**src/rtl/mqpr_pkg.sv**
```systemverilog
package mqpr_pkg;

    localparam int LEN_W = 28;

    localparam logic [3:0] TYPE_CONNACK  = 4'd2;
    localparam logic [3:0] TYPE_PUBLISH  = 4'd3;
    localparam logic [3:0] TYPE_PUBACK   = 4'd4;
    localparam logic [3:0] TYPE_PUBREC   = 4'd5;
    localparam logic [3:0] TYPE_PUBREL   = 4'd6;
    localparam logic [3:0] TYPE_PUBCOMP  = 4'd7;
    localparam logic [3:0] TYPE_SUBACK   = 4'd9;
    localparam logic [3:0] TYPE_UNSUBACK = 4'd11;

    localparam logic [1:0] LAST_LEN_BYTE = 2'd3;

    typedef enum logic [3:0] {
        PH_CTRL,
        PH_LEN,
        PH_TLEN_HI,
        PH_TLEN_LO,
        PH_TOPIC,
        PH_ID_HI,
        PH_ID_LO,
        PH_PAYLOAD,
        PH_ACK0,
        PH_ACK1,
        PH_ACK2,
        PH_SKIP_REP,
        PH_SKIP_QUIET
    } t_phase;

    typedef enum logic [2:0] {
        KIND_TOPIC,
        KIND_PAYLOAD,
        KIND_PUBEND,
        KIND_CONTROL,
        KIND_MALFORM
    } t_kind;

    typedef struct packed {
        logic        valid;
        t_kind       kind;
        logic [7:0]  data;
        logic [3:0]  ptype;
        logic [3:0]  hflags;
        logic [15:0] id;
        logic [7:0]  code;
        logic [7:0]  ack;
        logic        last;
    } t_result;

endpackage

```
**src/rtl/mqpr_parse_core.sv**
```systemverilog
module mqpr_parse_core (
    input  logic             i_clk,
    input  logic             i_rst_n,
    input  logic             i_go,
    input  logic [7:0]       i_byte,
    output mqpr_pkg::t_result o_res
);
    import mqpr_pkg::*;

    t_phase           r_phase, n_phase;
    logic [7:0]       r_header, n_header;
    logic [LEN_W-1:0] r_left, n_left;
    logic [1:0]       r_lcnt, n_lcnt;
    logic [15:0]      r_topic, n_topic;
    logic [15:0]      r_id, n_id;
    logic [7:0]       r_code, n_code;
    logic [7:0]       r_flags, n_flags;

    logic             emit;
    t_kind            kind;
    logic [7:0]       data;
    logic             last;
    logic             qos_nz;
    logic             at_end;
    logic [LEN_W-1:0] len_grp;
    logic [LEN_W-1:0] len_sum;
    logic [2:0]       need;
    logic [15:0]      topic_full;
    logic             topic_bad;

    function automatic logic [2:0] header_need(logic [3:0] t, logic q);
        logic [2:0] n;
        case (t)
            TYPE_PUBLISH:  n = q ? 3'd4 : 3'd2;
            TYPE_CONNACK, TYPE_PUBACK, TYPE_PUBREC, TYPE_PUBREL,
            TYPE_PUBCOMP, TYPE_UNSUBACK: n = 3'd2;
            TYPE_SUBACK:   n = 3'd3;
            default:       n = 3'd0;
        endcase
        return n;
    endfunction

    always_ff @(posedge i_clk) begin
        if (!i_rst_n) begin
            r_phase <= PH_CTRL;
        end else if (i_go) begin
            r_phase <= n_phase;
        end
    end

    always_ff @(posedge i_clk) begin
        if (i_go) begin
            r_header <= n_header;
            r_left   <= n_left;
            r_lcnt   <= n_lcnt;
            r_topic  <= n_topic;
            r_id     <= n_id;
            r_code   <= n_code;
            r_flags  <= n_flags;
        end
    end

    always_comb begin
        case (r_lcnt)
            2'd0:    len_grp = {21'd0, i_byte[6:0]};
            2'd1:    len_grp = {14'd0, i_byte[6:0], 7'd0};
            2'd2:    len_grp = {7'd0, i_byte[6:0], 14'd0};
            default: len_grp = {i_byte[6:0], 21'd0};
        endcase
    end

    assign qos_nz     = |r_header[2:1];
    assign at_end     = (r_left == LEN_W'(1));
    assign len_sum    = r_left | len_grp;
    assign need       = header_need(r_header[7:4], qos_nz);
    assign topic_full = {r_topic[15:8], i_byte};
    assign topic_bad  = (LEN_W'(topic_full) + (qos_nz ? LEN_W'(2) : LEN_W'(0))) >= r_left;

    always_comb begin
        n_phase  = r_phase;
        n_header = r_header;
        n_left   = r_left;
        n_lcnt   = r_lcnt;
        n_topic  = r_topic;
        n_id     = r_id;
        n_code   = r_code;
        n_flags  = r_flags;
        emit     = 1'b0;
        kind     = KIND_CONTROL;
        data     = 8'd0;
        last     = 1'b0;

        if (r_phase == PH_CTRL) begin
            n_header = i_byte;
            n_left   = '0;
            n_lcnt   = 2'd0;
            n_topic  = 16'd0;
            n_id     = 16'd0;
            n_code   = 8'd0;
            n_flags  = 8'd0;
            n_phase  = PH_LEN;
        end else if (r_phase == PH_LEN) begin
            n_left = len_sum;
            n_lcnt = r_lcnt + 2'd1;
            if (i_byte[7]) begin
                if (r_lcnt == LAST_LEN_BYTE) begin
                    n_left  = '0;
                    n_phase = PH_CTRL;
                    emit    = 1'b1;
                    kind    = KIND_MALFORM;
                    last    = 1'b1;
                end
            end else if (len_sum < LEN_W'(need)) begin
                n_phase = (len_sum != '0) ? PH_SKIP_QUIET : PH_CTRL;
                emit    = 1'b1;
                kind    = KIND_MALFORM;
                last    = 1'b1;
            end else if (r_header[7:4] == TYPE_PUBLISH) begin
                n_phase = PH_TLEN_HI;
            end else if (need != 3'd0) begin
                n_phase = PH_ACK0;
            end else if (len_sum == '0) begin
                n_phase = PH_CTRL;
                emit    = 1'b1;
                kind    = KIND_CONTROL;
                last    = 1'b1;
            end else begin
                n_phase = PH_SKIP_REP;
            end
        end else if (r_left == '0) begin
            n_phase = PH_CTRL;
        end else begin
            n_left = r_left - LEN_W'(1);
            case (r_phase)
                PH_TLEN_HI: begin
                    n_topic = {i_byte, 8'd0};
                    n_phase = PH_TLEN_LO;
                end
                PH_TLEN_LO: begin
                    n_topic = topic_full;
                    if (topic_bad) begin
                        n_phase = at_end ? PH_CTRL : PH_SKIP_QUIET;
                        emit    = 1'b1;
                        kind    = KIND_MALFORM;
                        last    = 1'b1;
                    end else if (topic_full != 16'd0) begin
                        n_phase = PH_TOPIC;
                    end else if (qos_nz) begin
                        n_phase = PH_ID_HI;
                    end else if (!at_end) begin
                        n_phase = PH_PAYLOAD;
                    end else begin
                        n_phase = PH_CTRL;
                        emit    = 1'b1;
                        kind    = KIND_PUBEND;
                        last    = 1'b1;
                    end
                end
                PH_TOPIC: begin
                    n_topic = r_topic - 16'd1;
                    if (at_end) begin
                        n_phase = PH_CTRL;
                    end else if (r_topic == 16'd1) begin
                        n_phase = qos_nz ? PH_ID_HI : PH_PAYLOAD;
                    end
                    emit = 1'b1;
                    kind = KIND_TOPIC;
                    data = i_byte;
                    last = at_end;
                end
                PH_ID_HI: begin
                    n_id    = {i_byte, 8'd0};
                    n_phase = PH_ID_LO;
                end
                PH_ID_LO: begin
                    n_id = {r_id[15:8], i_byte};
                    if (at_end) begin
                        n_phase = PH_CTRL;
                        emit    = 1'b1;
                        kind    = KIND_PUBEND;
                        last    = 1'b1;
                    end else begin
                        n_phase = PH_PAYLOAD;
                    end
                end
                PH_PAYLOAD: begin
                    if (at_end) begin
                        n_phase = PH_CTRL;
                    end
                    emit = 1'b1;
                    kind = KIND_PAYLOAD;
                    data = i_byte;
                    last = at_end;
                end
                PH_ACK0, PH_ACK1, PH_ACK2, PH_SKIP_REP: begin
                    if (r_phase == PH_ACK0) begin
                        if (r_header[7:4] == TYPE_CONNACK) begin
                            n_flags = i_byte;
                        end else begin
                            n_id = {i_byte, 8'd0};
                        end
                    end else if (r_phase == PH_ACK1) begin
                        if (r_header[7:4] == TYPE_CONNACK) begin
                            n_code = i_byte;
                        end else begin
                            n_id = {r_id[15:8], i_byte};
                        end
                    end else if (r_phase == PH_ACK2) begin
                        n_code = i_byte;
                    end
                    if (at_end) begin
                        n_phase = PH_CTRL;
                        emit    = 1'b1;
                        kind    = KIND_CONTROL;
                        last    = 1'b1;
                    end else if (r_phase == PH_ACK0) begin
                        n_phase = PH_ACK1;
                    end else if (r_phase == PH_ACK1 && r_header[7:4] == TYPE_SUBACK) begin
                        n_phase = PH_ACK2;
                    end else begin
                        n_phase = PH_SKIP_REP;
                    end
                end
                default: begin
                    n_phase = at_end ? PH_CTRL : PH_SKIP_QUIET;
                end
            endcase
        end
    end

    always_comb begin
        o_res.valid  = i_go && emit;
        o_res.kind   = kind;
        o_res.data   = data;
        o_res.ptype  = n_header[7:4];
        o_res.hflags = n_header[3:0];
        o_res.id     = (kind == KIND_MALFORM) ? 16'd0 : n_id;
        o_res.code   = (kind == KIND_CONTROL) ? n_code : 8'd0;
        o_res.ack    = (kind == KIND_CONTROL) ? n_flags : 8'd0;
        o_res.last   = last;
    end

endmodule

```
**src/rtl/mqpr_out_reg.sv**
```systemverilog
module mqpr_out_reg (
    input  logic              i_clk,
    input  logic              i_rst_n,
    input  mqpr_pkg::t_result i_res,
    input  logic              i_stall,
    output logic              o_free,
    output mqpr_pkg::t_result o_res
);
    import mqpr_pkg::*;

    logic    r_valid;
    t_result r_res;

    assign o_free = !r_valid || !i_stall;

    always_ff @(posedge i_clk) begin
        if (!i_rst_n) begin
            r_valid <= 1'b0;
        end else if (o_free) begin
            r_valid <= i_res.valid;
        end
    end

    always_ff @(posedge i_clk) begin
        if (o_free && i_res.valid) begin
            r_res <= i_res;
        end
    end

    always_comb begin
        o_res       = r_res;
        o_res.valid = r_valid;
    end

endmodule

```
**src/rtl/mqtt_packet_receive_parser.sv**
```systemverilog
// MQTT control packet receive parser, one stream byte per transaction.
// A byte is held in the input register; its event is then held in the event register.
// Throughput: one byte per cycle unless i_ev_stall holds an event; the input
// register and the event register let a new byte in while an event waits downstream.
// Reset is synchronous and active low; it empties both registers and returns
// the parser to waiting for a control byte.
module mqtt_packet_receive_parser (
    input  logic        i_clk,
    input  logic        i_rst_n,
    input  logic        i_rx_valid,
    output logic        o_rx_stall,
    input  logic [7:0]  i_rx_byte,
    output logic        o_ev_valid,
    input  logic        i_ev_stall,
    output logic [2:0]  o_event_kind,
    output logic [7:0]  o_data_byte,
    output logic [3:0]  o_packet_type,
    output logic [3:0]  o_header_flags,
    output logic [15:0] o_packet_id,
    output logic [7:0]  o_return_code,
    output logic [7:0]  o_ack_flags,
    output logic        o_last
);
    import mqpr_pkg::*;

    logic       r_in_valid;
    logic [7:0] r_in_byte;
    logic       out_free;
    logic       go;
    logic       rx_take;
    t_result    core_res;
    t_result    ev_res;

    assign go         = r_in_valid && out_free;
    assign o_rx_stall = r_in_valid && !out_free;
    assign rx_take    = i_rx_valid && !o_rx_stall;

    always_ff @(posedge i_clk) begin
        if (!i_rst_n) begin
            r_in_valid <= 1'b0;
        end else if (rx_take) begin
            r_in_valid <= 1'b1;
        end else if (go) begin
            r_in_valid <= 1'b0;
        end
    end

    always_ff @(posedge i_clk) begin
        if (rx_take) begin
            r_in_byte <= i_rx_byte;
        end
    end

    mqpr_parse_core u_core (
        .i_clk   (i_clk),
        .i_rst_n (i_rst_n),
        .i_go    (go),
        .i_byte  (r_in_byte),
        .o_res   (core_res)
    );

    mqpr_out_reg u_out (
        .i_clk   (i_clk),
        .i_rst_n (i_rst_n),
        .i_res   (core_res),
        .i_stall (i_ev_stall),
        .o_free  (out_free),
        .o_res   (ev_res)
    );

    assign o_ev_valid     = ev_res.valid;
    assign o_event_kind   = ev_res.kind;
    assign o_data_byte    = ev_res.data;
    assign o_packet_type  = ev_res.ptype;
    assign o_header_flags = ev_res.hflags;
    assign o_packet_id    = ev_res.id;
    assign o_return_code  = ev_res.code;
    assign o_ack_flags    = ev_res.ack;
    assign o_last         = ev_res.last;

endmodule

```
**config.mk**
```make
export PLATFORM = sky130hd
export DESIGN_NAME = mqtt_packet_receive_parser
export DESIGN_NICKNAME = d
export VERILOG_FILES = /design/src/rtl/mqpr_pkg.sv /design/src/rtl/mqpr_parse_core.sv /design/src/rtl/mqpr_out_reg.sv /design/src/rtl/mqtt_packet_receive_parser.sv
export SDC_FILE = /design/constraint.sdc
export NUM_CORES = 1
export LEC_CHECK = 0
export BUFFER_PORTS_ARGS = -buffer_cell sky130_fd_sc_hd__buf_2
export CAP_MARGIN = 20
export CORE_AREA = 2 2 121 123
export DETAILED_ROUTE_END_ITERATION = 8
export DIE_AREA = 0 0 123 125
export GPL_TIMING_DRIVEN = 0
export HOLD_SLACK_MARGIN = 0.06
export PLACE_DENSITY = 0.89
export SLEW_MARGIN = 10
export SYNTH_ARGS = -nofsm -noshare
export SYNTH_HDL_FRONTEND = slang
export SYNTH_SLANG_ARGS = --single-unit
```
**constraint.sdc**
```tcl
create_clock -name i_clk -period 18.2 [get_ports i_clk]
set_input_delay 3.64 -clock i_clk [delete_from_list [all_inputs] [get_ports i_clk]]
set_output_delay 3.64 -clock i_clk [all_outputs]
set_load 0.03 [all_outputs]
```
==> flow_summary.ini, run 1 <==
[clock_tree]
post_cts_buffers = 0
cts_buffers = 17
h-tree-depth = 4
ctsLongestPathBuffers = 2
cts_resized = 0
cts_root_buffer = clkbuf_16
cts_tree = built
clk_pin_slew_ps = 60
ctsHoldBuffers = 0
cts.sinks = 152
clk_latency_ps = 440

[critical_path]
crit_path_max_fanout = 3
crit_type = in2out
end_kind = output pin
worst_path_most_repeated_cell = buf_2
cp-start-kind = input pin
cp_top_family = buffers and inverters
cp_slowest_stage_delay_ps = 250
worstPathRequired_ps = 14560
crit_path_top_delay_cell = and3_1
path_buf_inv = 2
crit_chain = buf_2, and3_1, buf_2
critical_path_arrival_ps = 4220

[route]
drt_iter0_drc = 945
postRouteAntennaNets = 0
first_pass_iters = 8
viasPerCell = 6.72
wirelength_um = 25900
wire_per_inst_um = 22.2
dr_total_vias = 7811
drc = 0

[timing]
finalMaxSlewViolations = 0
max_freq_ghz = 0.127
setup_tns_ps = 0
hold_violations = 0
slew_headroom_pct = 18.6
grt_setup_unrepaired = no
hold-worst-slack_ps = 529
period_share_pct = 43.2
worst_clock_skew_ps = 14.0
tightest_slew_ps = 1210
finalCriticalPeriod_ps = 7860
finalSetupViolations = 0

[floorplanning]
initial_core_util_pct = 63.2
ios = 66
die_x_um = 123
coreArea_mm2 = 0.0142
fp-row-count = 44
die_h_um = 125
dieArea_mm2 = 0.0154

[synthesis]
yosysSeqAreaShare_pct = 50.2
yosysTopAreaCellShare_pct = 48.9
ys.warnings.count = 0
synth_top_area_cell = edfxtp_1
ys_types = 71
async_flop_share_pct = 0
syn_inst = 871
synth-seq-cells = 152
syn_avg_cell_area_um2 = 10.3
synth-edff-count = 146
synth.area.top_cells = edfxtp_1, nor2_1, ha_1
ys.flop_type = edfxtp_1
syn_nets = 913
syn-cell-area_mm2 = 0.00897

[global_routing]
grt_max_degree = 30
track_usage_pct = 34.8
antenna_found_initial = 0
grt_pass1_vias = 7386
gr-total-overflow = 0
grt_pass1_wl_um = 40500

[power_and_ir_drop]
sequentialPowerShare_pct = 46.3
power.density_mw_per_mm2 = 86.7
p_sw_mw = 0.245
ir_drop_uv = 63.3
pwr-share-comb_pct = 13.5
p_leak_nw = 3.82
p_int_mw = 0.646
swShare_pct = 27.5
p_clk_share_pct = 40.2

[cells_and_area]
fillers = 1022
n_antenna_cell = 0
fin_nets = 1008
register_area_mm2 = 0.00450
final_common_cell = edfxtp_1
multi_input_area_mm2 = 0.00414
syn_to_final_growth_pct = 14.5
layout_common_cells = edfxtp_1, nor2_1, nand2_1
fin_cells = 1163
layout-drive-gt1-share_pct = 16.0

[worst_hold_path]
hp-class = reg2reg

[flow_run]
cap_viol_max_count = 0

[outcome]
status = finished clean

[placement]
dp_hpwl_um = 17900
io_buffer_count = 65
routabilityCongestion = 0.996
dp.cells = 1127
## sequential cells by signal (all words and copies together), names as in the netlist
| register | flops |
|---|---|
| r_in_valid | 1 |
| u_core.r_lcnt | 2 |
| u_out.r_valid | 1 |
| u_core.r_topic | 16 |
| u_core.r_phase | 4 |
| u_out.o_res | 52 |
| u_core.r_code | 8 |
| r_in_byte | 8 |
| u_core.r_header | 8 |
| u_core.r_left | 28 |
| u_core.r_id | 16 |
| u_core.r_flags | 8 |
## worst min-delay path, stage by stage, from the launching register on
cell	delay, ps
dfxtp_1	320
nand3_1	90
o21bai_1	70
## synthesized netlist by cell type (3+ instances only)
| cell | number |
|---|---|
| xnor2_1 | 23 |
| and2_1 | 11 |
| a21o_1 | 4 |
| a31oi_1 | 3 |
| nand3_1 | 24 |
| o22ai_1 | 5 |
| nor4_2 | 4 |
| a32oi_1 | 4 |
| a211oi_1 | 17 |
| o32ai_1 | 4 |
| a21oi_1 | 57 |
| or3_1 | 9 |
| clkbuf_1 | 43 |
| nor2_1 | 105 |
| o31ai_1 | 6 |
| o21ai_0 | 30 |
| and3_1 | 10 |
| nor3_2 | 20 |
| dfxtp_1 | 6 |
| a22oi_1 | 12 |
| or4_1 | 4 |
| edfxtp_1 | 146 |
| a2111oi_0 | 5 |
| nor2b_1 | 9 |
| mux2i_1 | 22 |
| ha_1 | 30 |
| nor4_1 | 11 |
| nor3_1 | 47 |
| and4_1 | 3 |
| nand2_1 | 79 |
| nand4_1 | 7 |
| nand2b_1 | 5 |
| buf_1 | 3 |
| inv_1 | 28 |
| a311oi_1 | 11 |
| buf_6 | 3 |
| xor2_1 | 14 |
## cell type report
class / instances / share of cell area (%)
repair buffers: 76 / 4.39
plain buffers: 53 / 2.38
clock buffers: 21 / 4.39
inverters: 29 / 1.06
flip-flops and latches: 152 / 43.9
multi-input cells: 637 / 40.3
well taps: 184 / 2.24
clock inverters: 11 / 1.35
## final timing paths
path	startpoint	endpoint	slack [ps]	cells after the start
setup reg to reg	u_core.r_header[1]$_DFFE_PP_	u_out.o_res[50]$_DFFE_PP_	12510	19
setup / recovery	i_ev_stall	o_rx_stall	10340	3
hold reg to reg	r_in_valid$_SDFFE_PN0P_	u_out.r_valid$_SDFFE_PN0P_	530	2
hold / removal	r_in_valid$_SDFFE_PN0P_	u_out.r_valid$_SDFFE_PN0P_	530	2
## metrics by stage
| step | setup slack [ps] | cell area, um2 | util, % | total power [mW] |
|---|---|---|---|---|
| 6_report | 10340 | 10300 | 72.3 | 0.891 |
| 5_1_grt | 10320 | 10300 | 72.3 | 0.914 |
| 4_1_cts | 10350 | 10300 | 72.2 | 0.886 |
| 3_5_place_dp | 10360 | 9660 | 68.0 | 0.534 |
| 3_3_place_gp | 8190 | 9530 | 67.1 | 0.527 |
| 2_1_floorplan | 9930 | 8970 | - | 0.495 |
## power groups by stage
stage          combinational, mW  clock (mW)  sequential (mW)
2_1_floorplan             0.0785           0            0.417
3_3_place_gp               0.108           0            0.419
3_5_place_dp               0.115           0            0.419
4_1_cts                    0.116       0.357            0.412
5_1_grt                    0.129       0.371            0.414
6_report                   0.120       0.358            0.412
## kinds of logic after synthesis
family / share of synthesized area [%]
simple gates: 21.7
compound gates: 13.8
flops: 50.2
buf+inv: 3.93
xor+xnor: 3.61
fa+ha+maj: 4.30
mux: 2.46
## routing by layer
metal / wire length, um / up-vias / part of all wire (%) / global-route usage, %
met2: 12100 / 577 / 47 / 52.8
met1: 9820 / 3710 / 38 / 47.4
met5: 0 / - / 0 / 0
li1: - / 3436 / - / -
met4: 1060 / 0 / 4.1 / 15.6
met3: 2890 / 88 / 11 / 8.53
Note: power is estimated with default switching activity, not from simulation.
==> run 2, diff against run 1 <==
Settings changed: CORE_AREA 2 2 121 123 to 2 2 125 127, DIE_AREA 0 0 123 125 to 0 0 127 129, PLACE_DENSITY 0.89 to 0.84.
Clock period 18.2 ns to 7.7 ns, I/O delays scaled along.
==> run 2 against run 1 <==
Routed wire length fell by 1.2%. Global-route usage fell by 2.9 points. Cell count rose by 0.34%. Clock skew fell by 4.4 ps. Die area rose by 6.6%. Critical path depth rose by 13. Sequential power rose by 140%. Critical path type is now reg2reg. Critical endpoint is now u_out.o_res[48]$_SDFFCE_PP0P_. Largest power group unchanged. Highest routed layer unchanged.
==> flow_summary.ini, run 2 (same netlist as run 1, synthesis figures left out) <==
[global_routing]
grt_util_met3_pct = 7.15
met1_usage_pct = 42.7
grt_max_degree = 41
use_met2_pct = 48.2
grt_pass1_wl_um = 39500
gr-max-usage-layer = met2
grt_pass1_vias = 7246
track_usage_pct = 31.9
gr-total-overflow = 0
antenna_found_initial = 0

[placement]
dp.cells = 1132
io_buffer_count = 65
dp_hpwl_um = 17400
routabilityCongestion = 0.965

[floorplanning]
fp-row-count = 45
die_h_um = 129
coreArea_mm2 = 0.0150
die_x_um = 127
ios = 66
initial_core_util_pct = 59.9
dieArea_mm2 = 0.0164

[clock_tree]
clk_latency_ps = 440
h-tree-depth = 4
ctsHoldBuffers = 0
cts_tree = built
ctsLongestPathBuffers = 2
cts.sinks = 152
cts_buffers = 17
post_cts_buffers = 0
cts_resized = 0
cts_root_buffer = clkbuf_16
clk_pin_slew_ps = 60

[power_and_ir_drop]
power.density_mw_per_mm2 = 205
p_leak_nw = 3.81
ir_drop_uv = 160

[route]
drc = 0
wire_per_inst_um = 21.9
postRouteAntennaNets = 0
first_pass_iters = 7
wirelength_um = 25500
drt_iter0_drc = 948
dr_total_vias = 7698
viasPerCell = 6.60

[timing]
finalMaxSlewViolations = 0
finalSetupViolations = 0
tightest_slew_ps = 1040
slew_headroom_pct = 30.0
worst_clock_skew_ps = 9.56
finalCriticalPeriod_ps = 5160
period_share_pct = 67.1
grt_setup_unrepaired = no
max_freq_ghz = 0.194
hold_violations = 0

[critical_path]
cp_slowest_stage_delay_ps = 600
crit_type = reg2reg
crit_chain = clkbuf_1, and3_1, nand3_1, nor2_1, nand3_1, xnor2_1, ha_1, o211ai_1, a21oi_1, a2111oi_0, a31oi_2, or4_1, nand3_1, a211oi_4, buf_8, buf_8
critical_path_arrival_ps = 5350
worstPathRequired_ps = 7890
crit_path_top_delay_cell = clkbuf_1
worst_path_most_repeated_cell = nand3_1
cp-start-kind = flip-flop
r2r_setup_slack_ps = 2540
end_kind = flip-flop
crit_path_max_fanout = 20

[cells_and_area]
n_antenna_cell = 0
final_util_pct = 68.7
layout_common_cells = edfxtp_1, nor2_1, nand2_1
fin_cells = 1167
fin_nets = 1008
layout-drive-gt1-share_pct = 16.2
largest_reg_flops = 52
final_common_cell = edfxtp_1
syn_to_final_growth_pct = 14.7
fillers = 1112

[worst_hold_path]
hp-class = reg2reg

[flow_run]
cap_viol_max_count = 0

[outcome]
status = finished clean
[run 2: metrics by stage]
stage	TNS (ps)	area [um2]	total power [mW]	worst slack, ps	hold WS (ps)
global placement	-97870	9530	1.25	-1890	519
CTS	0	10300	2.10	2620	536
detailed placement	0	9670	1.26	2630	520
floorplan	0	8970	1.17	474	475
global route	0	10300	2.16	2130	581
finish	0	10300	2.11	2540	536
[run 2: area by class of cell]
class                      instances  area (um2)  area share (%)
clock buffer                      18         429            4.17
multi-input combinational        637        4150            40.3
timing repair buffer              76         449            4.37
buffer                            53         244            2.37
tap                              188         235            2.29
clock inverter                    14         166            1.62
sequential                       152        4500            43.8
inverter                          29         109            1.06
[run 2: power by group]
part / total [mW] / switching [mW] / internal, mW
sequential: 0.975 / 0.0280 / 0.947
combinational: 0.283 / 0.196 / 0.0876
clock: 0.855 / 0.368 / 0.487
[run 2: worst max-delay path, delay by kind of cell, from the launching register on]
kind,cells,cell delay (ps)
buffers and inverters,3,1000
adder cells (fa/ha/maj),1,250
flip-flops,1,370
XOR/XNOR,1,200
AND/OR/NAND/NOR,6,1740
AO/OA/AOI/OAI,5,1320
[run 2: metal layers]
layer | vias up | part of all wire [%]
li1 | 3459 | -
met4 | 0 | 4.3
met3 | 81 | 11
met2 | 530 | 45
met5 | - | 0
met1 | 3628 | 40
[run 2: path summary, 6_finish.rpt]
kind | from | end | cells after the start
min | r_in_valid$_SDFFE_PN0P_ | u_out.r_valid$_SDFFE_PN0P_ | 2
min reg2reg | r_in_valid$_SDFFE_PN0P_ | u_out.r_valid$_SDFFE_PN0P_ | 2
max reg2reg | r_in_byte[3]$_DFFE_PP_ | u_out.o_res[48]$_SDFFCE_PP0P_ | 16
max | r_in_byte[3]$_DFFE_PP_ | u_out.o_res[48]$_SDFFCE_PP0P_ | 16
